==> config.mk <==
export PLATFORM = sky130hd
export DESIGN_NAME = vp9_rtp_descriptor_parser
export DESIGN_NICKNAME = d
export VERILOG_FILES = /design/src/sv/vp9rtp_pkg.sv /design/src/sv/vp9_rtp_descriptor_parser.sv
export SDC_FILE = /design/constraint.sdc
export NUM_CORES = 1
export LEC_CHECK = 0
export ABC_AREA = 1
export BUFFER_PORTS_ARGS = -buffer_cell sky130_fd_sc_hd__buf_4
export CAP_MARGIN = 40
export CORE_MARGIN = 2
export CORE_UTILIZATION = 30
export CTS_BUF_LIST = sky130_fd_sc_hd__clkbuf_8
export CTS_CLUSTER_DIAMETER = 80
export DETAILED_ROUTE_END_ITERATION = 12
export PLACE_DENSITY = 0.54
export SLEW_MARGIN = 5
export SYNTH_ARGS = -nofsm -noshare
export SYNTH_HDL_FRONTEND = slang
export SYNTH_SLANG_ARGS = --single-unit
==> constraint.sdc <==
create_clock -name clock -period 3.8 [get_ports clock]
set_clock_uncertainty 0.1 [all_clocks]
set_input_delay 0 -clock clock [delete_from_list [all_inputs] [get_ports clock]]
set_output_delay 0 -clock clock [all_outputs]
set_load 0.05 [all_outputs]
==> src/sv/vp9rtp_pkg.sv <==
// ----------------------------------------------------------------------------
// vp9rtp_pkg: shared types and constants for the VP9 RTP descriptor parser
// Holds the parse phase encoding, flag bit positions and counter widths.
// ----------------------------------------------------------------------------
package vp9rtp_pkg;

   // byte counter width and its saturation value
   localparam int POS_BITS = 16;
   localparam logic [POS_BITS-1:0] POS_MAX = {POS_BITS{1'b1}};

   // width of the reported offset and length fields
   localparam int LEN_BITS = 16;

   // bit positions inside the stored flag byte (flag byte shifted right by one)
   localparam int FL_I = 6;
   localparam int FL_P = 5;
   localparam int FL_L = 4;
   localparam int FL_F = 3;
   localparam int FL_B = 2;
   localparam int FL_E = 1;
   localparam int FL_V = 0;

   // bit positions of the scalability structure bits (Y, G)
   localparam int SB_Y = 1;
   localparam int SB_G = 0;

   // descriptor walk phases
   typedef enum logic [3:0] {
      PH_FLAG    = 4'd0,
      PH_PID1    = 4'd1,
      PH_PID2    = 4'd2,
      PH_LAYER   = 4'd3,
      PH_REF     = 4'd4,
      PH_SS      = 4'd5,
      PH_DIMS    = 4'd6,
      PH_NG      = 4'd7,
      PH_PG      = 4'd8,
      PH_PDIFF   = 4'd9,
      PH_PAYLOAD = 4'd10
   } phase_type;

endpackage

==> src/sv/vp9_rtp_descriptor_parser.sv <==
// ----------------------------------------------------------------------------
// vp9_rtp_descriptor_parser: VP9 RTP payload descriptor parser
// Walks the descriptor one payload byte per item and reports the flags,
// picture ID, payload offset and payload length at the last byte.
// ----------------------------------------------------------------------------
//  channel | direction | handshake           | payload
//  req     | in        | req_valid/req_ready | data_byte, last_byte
//  rsp     | out       | rsp_valid/rsp_ready | parse_ok, flags, picture_number,
//          |           |                     | payload_offset, payload_length
//
//  One byte is taken per cycle while req_ready is high; the walk state updates in the cycle of
//  acceptance and a last byte loads the result register, seen in the next cycle.
//  Synchronous reset clears the walk state and the result valid.
//  Bytes that are not last are taken even while a result waits; a last byte
//  waits only while the result register is full and not being taken.
// ----------------------------------------------------------------------------
module vp9_rtp_descriptor_parser
   import vp9rtp_pkg::*;
(
   input  logic                clock,
   input  logic                reset,
   input  logic                req_valid,
   output logic                req_ready,
   input  logic [7:0]          req_data_byte,
   input  logic                req_last_byte,
   output logic                rsp_valid,
   input  logic                rsp_ready,
   output logic                rsp_parse_ok,
   output logic                rsp_pic_id_flag,
   output logic                rsp_inter_flag,
   output logic                rsp_frame_begin,
   output logic                rsp_frame_end,
   output logic [14:0]         rsp_picture_number,
   output logic [LEN_BITS-1:0] rsp_payload_offset,
   output logic [LEN_BITS-1:0] rsp_payload_length
);

   // walk state
   phase_type           phase_ff, phase_in;
   logic [POS_BITS-1:0] pos_ff, pos_in;
   logic [6:0]          flags_ff, flags_in;
   logic [14:0]         pic_ff, pic_in;
   logic [5:0]          skip_ff, skip_in;
   logic [7:0]          grp_ff, grp_in;
   logic [1:0]          ref_ff, ref_in;
   logic [1:0]          sb_ff, sb_in;
   logic [POS_BITS-1:0] hend_ff, hend_in;

   // result register
   logic                rsp_valid_ff;
   logic                ok_ff, ok_in;
   logic [6:0]          rflags_ff;
   logic [14:0]         rpic_ff, rpic_in;
   logic [LEN_BITS-1:0] roff_ff, roff_in;
   logic [LEN_BITS-1:0] rlen_ff, rlen_in;

   logic                accept;
   logic                go_pic, go_layer, go_refs, go_dims, go_next, go_fin;
   logic [7:0]          grp_dec;
   logic [POS_BITS-1:0] len_full;

   // byte may enter unless it would overwrite a waiting result
   assign req_ready = !rsp_valid_ff || rsp_ready || !req_last_byte;
   assign accept    = req_valid && req_ready;

   // next walk state for the byte on the input
   always_comb begin
      phase_in = phase_ff;
      pos_in   = (pos_ff == POS_MAX) ? pos_ff : pos_ff + 1'b1;
      flags_in = flags_ff;
      pic_in   = pic_ff;
      skip_in  = skip_ff;
      grp_in   = grp_ff;
      ref_in   = ref_ff;
      sb_in    = sb_ff;
      hend_in  = hend_ff;
      go_pic   = 1'b0;
      go_layer = 1'b0;
      go_refs  = 1'b0;
      go_dims  = 1'b0;
      go_next  = 1'b0;
      go_fin   = 1'b0;
      grp_dec  = (grp_ff != 8'd0) ? grp_ff - 8'd1 : grp_ff;

      case (phase_ff)
         PH_PID1: begin
            if (req_data_byte[7]) begin
               pic_in   = {req_data_byte[6:0], 8'd0};
               phase_in = PH_PID2;
            end else begin
               pic_in = {8'd0, req_data_byte[6:0]};
               go_pic = 1'b1;
            end
         end
         PH_PID2: begin
            pic_in = {pic_ff[14:8], req_data_byte};
            go_pic = 1'b1;
         end
         PH_LAYER, PH_DIMS: begin
            skip_in = (skip_ff != 6'd0) ? skip_ff - 6'd1 : skip_ff;
            if (skip_in == 6'd0) begin
               go_layer = (phase_ff == PH_LAYER);
               go_dims  = (phase_ff == PH_DIMS);
            end
         end
         PH_REF: begin
            ref_in = ref_ff + 2'd1;
            if (!req_data_byte[0] || ref_in == 2'd3) begin
               go_refs = 1'b1;
            end
         end
         PH_SS: begin
            sb_in = {req_data_byte[4], req_data_byte[3]};
            if (sb_in[SB_Y]) begin
               skip_in  = {({1'b0, req_data_byte[7:5]} + 4'd1), 2'b00};
               phase_in = PH_DIMS;
            end else begin
               go_dims = 1'b1;
            end
         end
         PH_NG: begin
            if (req_data_byte != 8'd0) begin
               grp_in   = req_data_byte;
               phase_in = PH_PG;
            end else begin
               go_fin = 1'b1;
            end
         end
         PH_PG: begin
            skip_in = {4'd0, req_data_byte[3:2]};
            if (skip_in != 6'd0) begin
               phase_in = PH_PDIFF;
            end else begin
               go_next = 1'b1;
            end
         end
         PH_PDIFF: begin
            skip_in = (skip_ff != 6'd0) ? skip_ff - 6'd1 : skip_ff;
            if (skip_in == 6'd0) begin
               go_next = 1'b1;
            end
         end
         PH_PAYLOAD: begin
         end
         default: begin
            // flag byte, also taken for unused phase codes
            flags_in = req_data_byte[7:1];
            pic_in   = 15'd0;
            if (flags_in[FL_I]) begin
               phase_in = PH_PID1;
            end else begin
               go_pic = 1'b1;
            end
         end
      endcase

      // follow-on steps once a descriptor section ends
      if (go_pic) begin
         if (flags_in[FL_L]) begin
            phase_in = PH_LAYER;
            skip_in  = flags_in[FL_F] ? 6'd1 : 6'd2;
         end else begin
            go_layer = 1'b1;
         end
      end
      if (go_layer) begin
         if (flags_in[FL_F] && flags_in[FL_P]) begin
            phase_in = PH_REF;
            ref_in   = 2'd0;
         end else begin
            go_refs = 1'b1;
         end
      end
      if (go_refs) begin
         if (flags_in[FL_V]) begin
            phase_in = PH_SS;
         end else begin
            go_fin = 1'b1;
         end
      end
      if (go_dims) begin
         if (sb_in[SB_G]) begin
            phase_in = PH_NG;
         end else begin
            go_fin = 1'b1;
         end
      end
      if (go_next) begin
         grp_in = grp_dec;
         if (grp_dec != 8'd0) begin
            phase_in = PH_PG;
         end else begin
            go_fin = 1'b1;
         end
      end
      if (go_fin) begin
         phase_in = PH_PAYLOAD;
         hend_in  = pos_in;
      end
   end

   // result fields for a last byte
   always_comb begin
      ok_in    = (phase_in == PH_PAYLOAD);
      len_full = (ok_in && pos_in >= hend_in) ? pos_in - hend_in : '0;
      rpic_in  = ok_in ? pic_in : 15'd0;
      roff_in  = ok_in ? LEN_BITS'(hend_in) : '0;
      rlen_in  = LEN_BITS'(len_full);
   end

   // walk state registers, cleared after each packet
   always_ff @(posedge clock) begin
      if (reset || (accept && req_last_byte)) begin
         phase_ff <= PH_FLAG;
         pos_ff   <= '0;
         flags_ff <= 7'd0;
         pic_ff   <= 15'd0;
         skip_ff  <= 6'd0;
         grp_ff   <= 8'd0;
         ref_ff   <= 2'd0;
         sb_ff    <= 2'd0;
         hend_ff  <= '0;
      end else if (accept) begin
         phase_ff <= phase_in;
         pos_ff   <= pos_in;
         flags_ff <= flags_in;
         pic_ff   <= pic_in;
         skip_ff  <= skip_in;
         grp_ff   <= grp_in;
         ref_ff   <= ref_in;
         sb_ff    <= sb_in;
         hend_ff  <= hend_in;
      end
   end

   // result valid
   always_ff @(posedge clock) begin
      if (reset) begin
         rsp_valid_ff <= 1'b0;
      end else if (accept && req_last_byte) begin
         rsp_valid_ff <= 1'b1;
      end else if (rsp_ready) begin
         rsp_valid_ff <= 1'b0;
      end
   end

   // result payload
   always_ff @(posedge clock) begin
      if (accept && req_last_byte) begin
         ok_ff     <= ok_in;
         rflags_ff <= flags_in;
         rpic_ff   <= rpic_in;
         roff_ff   <= roff_in;
         rlen_ff   <= rlen_in;
      end
   end

   assign rsp_valid          = rsp_valid_ff;
   assign rsp_parse_ok       = ok_ff;
   assign rsp_pic_id_flag    = rflags_ff[FL_I];
   assign rsp_inter_flag     = rflags_ff[FL_P];
   assign rsp_frame_begin    = rflags_ff[FL_B];
   assign rsp_frame_end      = rflags_ff[FL_E];
   assign rsp_picture_number = rpic_ff;
   assign rsp_payload_offset = roff_ff;
   assign rsp_payload_length = rlen_ff;

`ifndef SYNTHESIS
   // a last byte always returns the walk to the flag byte
   a_restart: assert property (@(posedge clock) disable iff (reset)
      accept && req_last_byte |=> phase_ff == PH_FLAG && pos_ff == '0)
      else $error("walk not restarted after last byte");

   // truncated packets report zero picture, offset and length
   a_trunc_zero: assert property (@(posedge clock) disable iff (reset)
      rsp_valid_ff && !ok_ff |-> rpic_ff == 15'd0 && roff_ff == '0 && rlen_ff == '0)
      else $error("truncated result carries nonzero fields");

   // skip phases never sit with an empty skip count
   a_skip_live: assert property (@(posedge clock) disable iff (reset)
      (phase_ff == PH_LAYER || phase_ff == PH_DIMS || phase_ff == PH_PDIFF)
      |-> skip_ff != 6'd0)
      else $error("skip phase with zero count");

   // picture-group phase always has entries left
   a_group_live: assert property (@(posedge clock) disable iff (reset)
      phase_ff == PH_PG |-> grp_ff != 8'd0)
      else $error("group phase with no entries left");

   // input stalls only behind a waiting result
   a_stall_cause: assert property (@(posedge clock) disable iff (reset)
      !req_ready |-> rsp_valid_ff && !rsp_ready && req_last_byte)
      else $error("input stalled without a waiting result");
`endif

endmodule

# [Yosys cells after proc, flatten, opt, wreduce, memory -nomap -nowiden]
# Cells that the tools add are included.
[totals] elab_cells=123 in_bits=13 regBits=131 out_inout_bits=54
[classes] eq_ne=13 reduce_logical=26 addsub=6 muxes=62 order_cmp=1
[ops] op="2-to-1 mux 4 bit" n=16
[ops] op="case mux 15 bit (3 select lines)" n=1
[ops] op="2-to-1 mux 16 bit" n=2
[ops] op="2-to-1 mux 8 bit" n=4
[ops] op="2-to-1 mux 1 bit" n=24
[ops] op="2-to-1 mux 6 bit" n=4
[ops] op="nonzero test 8 bit" n=3
[ops] op="case mux 4 bit (5 select lines)" n=1
[ops] op="case mux 6 bit (3 select lines)" n=1
[ops] op="adder 16 x 1 -> 16 bit (second input constant)" n=1
[ops] op="equality test 16 bit (second input constant)" n=1
[ops] op="equality test 4 x 3 -> 1 bit (second input constant)" n=4
[ops] op="equality test 4 bit (second input constant)" n=4
[ops] op=">= comparator 16 bit" n=1
[ops] op="subtractor 16 bit" n=1
[ops] op="2-to-1 mux 15 bit" n=1
[ops] op="OR reduction 10 bit" n=1
[ops] op="equality test 4 x 2 -> 1 bit (second input constant)" n=2
[ops] op="2-to-1 mux 2 bit" n=4
[ops] op="nonzero test 2 bit" n=4
[ops] op="OR reduction 8 bit" n=1
[ops] op="subtractor 8 x 1 -> 8 bit (second input constant)" n=1
[ops] op="2-to-1 mux 7 bit" n=1
[ops] op="logical NOT 6 bit" n=1
[ops] op="other kinds (14)" n=24

# [Logic depth before layout (Yosys ltp)]
[depth] depth_word=17 depth_mapped=32 depth_no_buf=31

# [Least setup slack after synthesis]
# No wires, ideal clock.
[synth_timing] path_kind="register to register" start="register skip_ff[0]" end="register rlen_ff[13], in the netlist rsp_payload_length[13], data pin" stages_incl_launch_ff=27 n_path_buf=1 period_less_slack_ns=4.087 required_ns=3.444 arrival_time_ns=3.731 setup_ns=0.256 slack_ns=-0.287 cell_sequence="dfxtp_1 inv_1 ha_1 nand3_4 nand2_1 nand2_1 nand2_1 nor2_2 nand3_1 nand3_1 nand2_2 nor2_4 nor2_8 buf_6 nand2_1 o21ai_2 ha_1 nand2_1 o21ai_0 a21boi_0 o21ai_0 a21boi_0 o21ai_0 nand3_1 nand2_1 xor2_1 nor2_2"
[synth_via] elab_chain_len=17 word_cells_on_any_way=31 classes_between="2 x add/sub; 1 x order compare; 1 x eq/ne; 24 x mux; 3 x reduce/logical"
[synth_rtl] element="start: declaration" line="vp9_rtp_descriptor_parser.sv:43" source="logic [5:0] skip_ff, skip_in;"
[synth_rtl] element="start signal: assignment" line="vp9_rtp_descriptor_parser.sv:228" source="skip_ff <= skip_in;"
[synth_rtl] element="subtractor 6 x 1 -> 6 bit or nonzero test 6 bit (tied branches)" line="vp9_rtp_descriptor_parser.sv:100, vp9_rtp_descriptor_parser.sv:138"
[synth_rtl] element="2-to-1 mux 6 bit *" line="vp9_rtp_descriptor_parser.sv:100, vp9_rtp_descriptor_parser.sv:138"
[synth_rtl] element="logical NOT 6 bit *" line="vp9_rtp_descriptor_parser.sv:101, vp9_rtp_descriptor_parser.sv:139"
[synth_rtl] element="branches (longest 14 deep; another with >= comparator 16 bit)"
[synth_rtl] element="end signal: assignment" line="vp9_rtp_descriptor_parser.sv:254" source="rlen_ff <= rlen_in;"
[synth_rtl] element="end: declaration" line="vp9_rtp_descriptor_parser.sv:55" source="logic [LEN_BITS-1:0] rlen_ff, rlen_in;"
# Every way passes the cells marked *.
# A chain may end at the register's enable or synchronous reset.

# [Worst setup path in the final report]
[layout_timing] start="register skip_ff[0]" end="register rlen_ff[12], in the netlist rsp_payload_length[12], data pin"
[layout_via] word_cells_on_any_way=31 classes_between="2 x add/sub; 1 x order compare; 1 x eq/ne; 24 x mux; 3 x reduce/logical"
[layout_lines] element="subtractor 6 x 1 -> 6 bit or nonzero test 6 bit (tied branches)" line="vp9_rtp_descriptor_parser.sv:100, vp9_rtp_descriptor_parser.sv:138"
[layout_lines] element="2-to-1 mux 6 bit *" line="vp9_rtp_descriptor_parser.sv:100, vp9_rtp_descriptor_parser.sv:138"
[layout_lines] element="logical NOT 6 bit *" line="vp9_rtp_descriptor_parser.sv:101, vp9_rtp_descriptor_parser.sv:139"
[layout_lines] element="2-to-1 mux 1 bit" line="vp9_rtp_descriptor_parser.sv:101" source="if (skip_in == 6'd0) begin"
[layout_lines] element="2-to-1 mux 1 bit" line="vp9_rtp_descriptor_parser.sv:85" source="case (phase_ff)"
[layout_lines] element="2-to-1 mux 1 bit" line="vp9_rtp_descriptor_parser.sv:159" source="if (flags_in[FL_L]) begin"
[layout_lines] element="2-to-1 mux 1 bit" line="vp9_rtp_descriptor_parser.sv:158" source="if (go_pic) begin"
[layout_lines] element="2-to-1 mux 1 bit" line="vp9_rtp_descriptor_parser.sv:166" source="if (go_layer) begin"
[layout_lines] element="2-to-1 mux 1 bit" line="vp9_rtp_descriptor_parser.sv:174" source="if (go_refs) begin"
[layout_lines] element="2-to-1 mux 1 bit" line="vp9_rtp_descriptor_parser.sv:182" source="if (sb_in[SB_G]) begin"
[layout_lines] element="2-to-1 mux 1 bit" line="vp9_rtp_descriptor_parser.sv:181" source="if (go_dims) begin"
[layout_lines] element="2-to-1 mux 1 bit" line="vp9_rtp_descriptor_parser.sv:190" source="if (grp_dec != 8'd0) begin"
[layout_lines] element="2-to-1 mux 1 bit *" line="vp9_rtp_descriptor_parser.sv:188" source="if (go_next) begin"
[layout_lines] element="2-to-1 mux 16 bit *" line="vp9_rtp_descriptor_parser.sv:196" source="if (go_fin) begin"
[layout_lines] element="via hend_in[0]" line="vp9_rtp_descriptor_parser.sv:47" source="logic [POS_BITS-1:0] hend_ff, hend_in;"
[layout_lines] element=">= comparator 16 bit" line="vp9_rtp_descriptor_parser.sv:205" source="len_full = (ok_in && pos_in >= hend_in) ? pos_in - hend_in : '0;"
[layout_lines] element="logical AND 1 bit" line="vp9_rtp_descriptor_parser.sv:205"
# The timed path passes the listed nets; every way through them passes the cells marked *.

==> impl_metrics.env <==
export IMPL_dpl_hpwl_um=14900
export IMPL_syn_area_um2=7482
export IMPL_ys_flop_type="dfxtp_1"
export IMPL_period_needed_ns=3.802
export IMPL_syn_inst=1009
export IMPL_antenna_found_initial=0
export IMPL_fin_setup_tns_ns=-0.002449
export IMPL_wl_met1_um=10180
export IMPL_p_leak_nw=4.793
export IMPL_grt_usage_pct=16.11
export IMPL_crit_start="skip_ff[0]"
export IMPL_syn_avg_cell_area_um2=7.415
export IMPL_cp_end_kind="register"
export IMPL_clkTransAtPathRegs_ns=0.08
export IMPL_drc_errors=0
export IMPL_routed_wl_met2_um=9330
export IMPL_setup_violations=1
export IMPL_yosysMostFrequentCell="inv_1"
export IMPL_timing_rr_end="rsp_payload_length[12]"
export IMPL_worst_slew_pin_slew_ns=0.8262
export IMPL_num_vias=7082
export IMPL_r2r_setup_slack_ns=-0.002
export IMPL_core_area_um2=24390
export IMPL_cap_viol_max_count=0
export IMPL_drive_gt1_share_pct=28.70
export IMPL_cts_max_path_buffers=2
export IMPL_setup_worst_path_start_class="register"
export IMPL_seq_area_um2=3102
export IMPL_ys_ff_latch=128
export IMPL_numCtsBuffers=17
export IMPL_final_net_count=1233
export IMPL_fin_util_pct=41.21
export IMPL_diodes=0
export IMPL_grt_max_degree=82
export IMPL_multi_input_area_um2=3857
export IMPL_root_buffer="clkbuf_8"
export IMPL_wl_per_cell_um=13.42
export IMPL_crit_required_ns=4.01
export IMPL_period_share_pct=100.1
export IMPL_cts_num_sinks=128
export IMPL_synthArstFlopShare_pct=0
export IMPL_maxSlewHeadroom_pct=44.92
export IMPL_synth_edf_count=52
export IMPL_viasPerCell=4.620
export IMPL_hold_start="req_last_byte"
export IMPL_violations="negative setup slack"
export IMPL_place_gp_congestion=0.8937
export IMPL_synth_top_cell_area_share_pct=20.87
export IMPL_fmax_mhz=263.0
export IMPL_max_stage_delay_ns=0.37
export IMPL_first_pass_iters=5
export IMPL_worstPathArrival_ns=4.01
export IMPL_h_tree_depth=4
export IMPL_crit_path_end="rsp_payload_length[12]"
export IMPL_yosysWarningCount=0
export IMPL_reg2reg_depth=29
export IMPL_path_common_cell="nand2_2"
export IMPL_power_density_nw_per_um2=530.4
export IMPL_rows=57
export IMPL_drt_iter0_markers=400
export IMPL_highest_layer="met4"
export IMPL_hold_viol_final=0
export IMPL_holdCritPathClass="primary input to register"
export IMPL_fp_dieH_um=161.9
export IMPL_rsz0062_at_grt="yes"
export IMPL_cp_max_fo=8
export IMPL_path_class="register to register"
export IMPL_postPlaceCellArea_um2=9101
export IMPL_cp_slowest_cell="dfxtp_4"
export IMPL_fillers=2473
export IMPL_die_area_um2=26220
export IMPL_ios=67
export IMPL_grt_pass1_wl_um=33920
export IMPL_dr_wl_met3_um=640
export IMPL_outcome="finished, violations left"
export IMPL_area_growth_pct=34.33
export IMPL_gr_total_overflow=0
export IMPL_fin_area_um2=10050
export IMPL_total_power_mw=5.331
export IMPL_worst_slack_ns=-0.002449
export IMPL_final_cells=1533
export IMPL_ant_nets=0
export IMPL_synthTopCellsByArea="edfxtp_1 (21%), dfxtp_1 (20%), inv_1 (9.4%), nand2_1 (8.5%), nor2_1 (5.6%)"
export IMPL_r2r_start="skip_ff[0]"
export IMPL_die_w_um=161.9
export IMPL_fin_hold_ws_ns=0.05411
export IMPL_synthesis_nets=1046
export IMPL_ir_worst_vdd_uv=243.6
export IMPL_grt_pass1_vias=6857
export IMPL_synth_area_leader_cell="edfxtp_1"
export IMPL_place_ws_ns=-0.1343
export IMPL_ys_types=48
export IMPL_port_buffers=66
export IMPL_ys_top_cells_by_count="inv_1 (188), nand2_1 (169), nor2_1 (112), a21oi_1 (77), o21ai_0 (77)"
export IMPL_tritoncts="yes"
export IMPL_place_inst=1475
export IMPL_wl_um=20570
export IMPL_yosysSeqAreaShare_pct=41.20
export IMPL_clk_latency_ns=0.45
export IMPL_start_util_pct=30.68
export IMPL_slew_violations=0
## worst min-delay path by stage
| stage | slack [ns] | end | cells past startpoint |
|---|---|---|---|
| CTS | 0.06 | rsp_picture_number[13] | 3 |
| global route | 0.09 | rsp_picture_number[8] | 3 |
| floorplan | 0.04 | grp_ff[4] | 2 |
| finish | 0.05 | rsp_picture_number[13] | 3 |
| detailed placement | 0.20 | rsp_valid | 4 |
| global placement | 0.20 | rsp_valid | 4 |
## area by class of cell
| type | count | area share, % |
|---|---|---|
| multi-input cells | 657 | 38.38 |
| flip-flops and latches | 128 | 30.86 |
| repair buffers | 200 | 15.44 |
| inverters | 192 | 7.295 |
| well taps | 324 | 4.033 |
| clock buffers | 17 | 2.328 |
| clock inverters | 15 | 1.668 |
## worst max-delay path: cells and delay by family (launching register included)
family,cells,cell delay (ns)
xor+xnor,1,0.12
simple gates,18,1.67
fa+ha+maj,3,0.67
buf+inv,4,0.29
flops,1,0.37
compound gates,3,0.44
## layer usage
layer  GRT usage, %  vias up
met5              0        -
met4          5.833        0
met3          1.992       25
met2          26.02      125
met1          22.18     3275
li1               -     3657
## logic make-up (layout without fill, tap and decap cells)
logic type	count (synthesis)	in the layout	share of synthesized area, %
flip-flops	128	128	41.20
XOR/XNOR	25	25	2.926
buffers and inverters	224	424	11.76
AO/OA/AOI/OAI	226	226	17.36
adder cells (fa/ha/maj)	24	24	4.114
AND/OR/NAND/NOR	382	382	22.64
## registers in the layout (all words and copies together), names as in the netlist, 4 cells and up
name,cells
flags_ff,7
grp_ff,8
hend_ff,16
phase_ff,4
pic_ff,15
pos_ff,16
rflags_ff,4
rsp_payload_length,16
rsp_payload_offset,16
rsp_picture_number,15
skip_ff,6
## cell usage in the layout, fill, tap and decap left out, types with 7 or more instances in the layout
cell | netlist | final
a211oi_1 | 10 | 10
a21oi_1 | 77 | 74
buf_4 | 3 | 188
clkbuf_8 | 0 | 17
dfxtp_1 | 76 | 65
dfxtp_2 | 0 | 9
dlygate4sd3_1 | 0 | 10
edfxtp_1 | 52 | 52
ha_1 | 23 | 16
ha_4 | 0 | 7
inv_1 | 188 | 181
nand2_1 | 169 | 152
nand2_2 | 5 | 21
nand3_1 | 41 | 31
nand3_2 | 3 | 11
nand4_1 | 10 | 10
nor2_1 | 112 | 106
nor2_2 | 16 | 17
nor2_4 | 2 | 7
nor3_1 | 11 | 9
o21ai_0 | 77 | 71
o21ai_2 | 15 | 19
o22ai_1 | 20 | 19
xor2_1 | 18 | 16
## what timing repair did
| action | in CTS | in global routing |
|---|---|---|
| hold buffers | 10 | 0 |
| buffers inserted | 2 | 14 |
| setup endpoints to repair | 16 | 16 |
| hold endpoints to repair | 13 | 0 |
| gates resized for setup | 12 | 74 |
| pin swaps | 4 | 28 |
## power by group
part	total, mW	internal (mW)	switching, mW
clock network	1.22	0.642	0.583
logic	2.52	1.10	1.42
registers	1.59	1.54	0.0493
total	5.33	3.27	2.06
(Power assumes the default switching activity.)
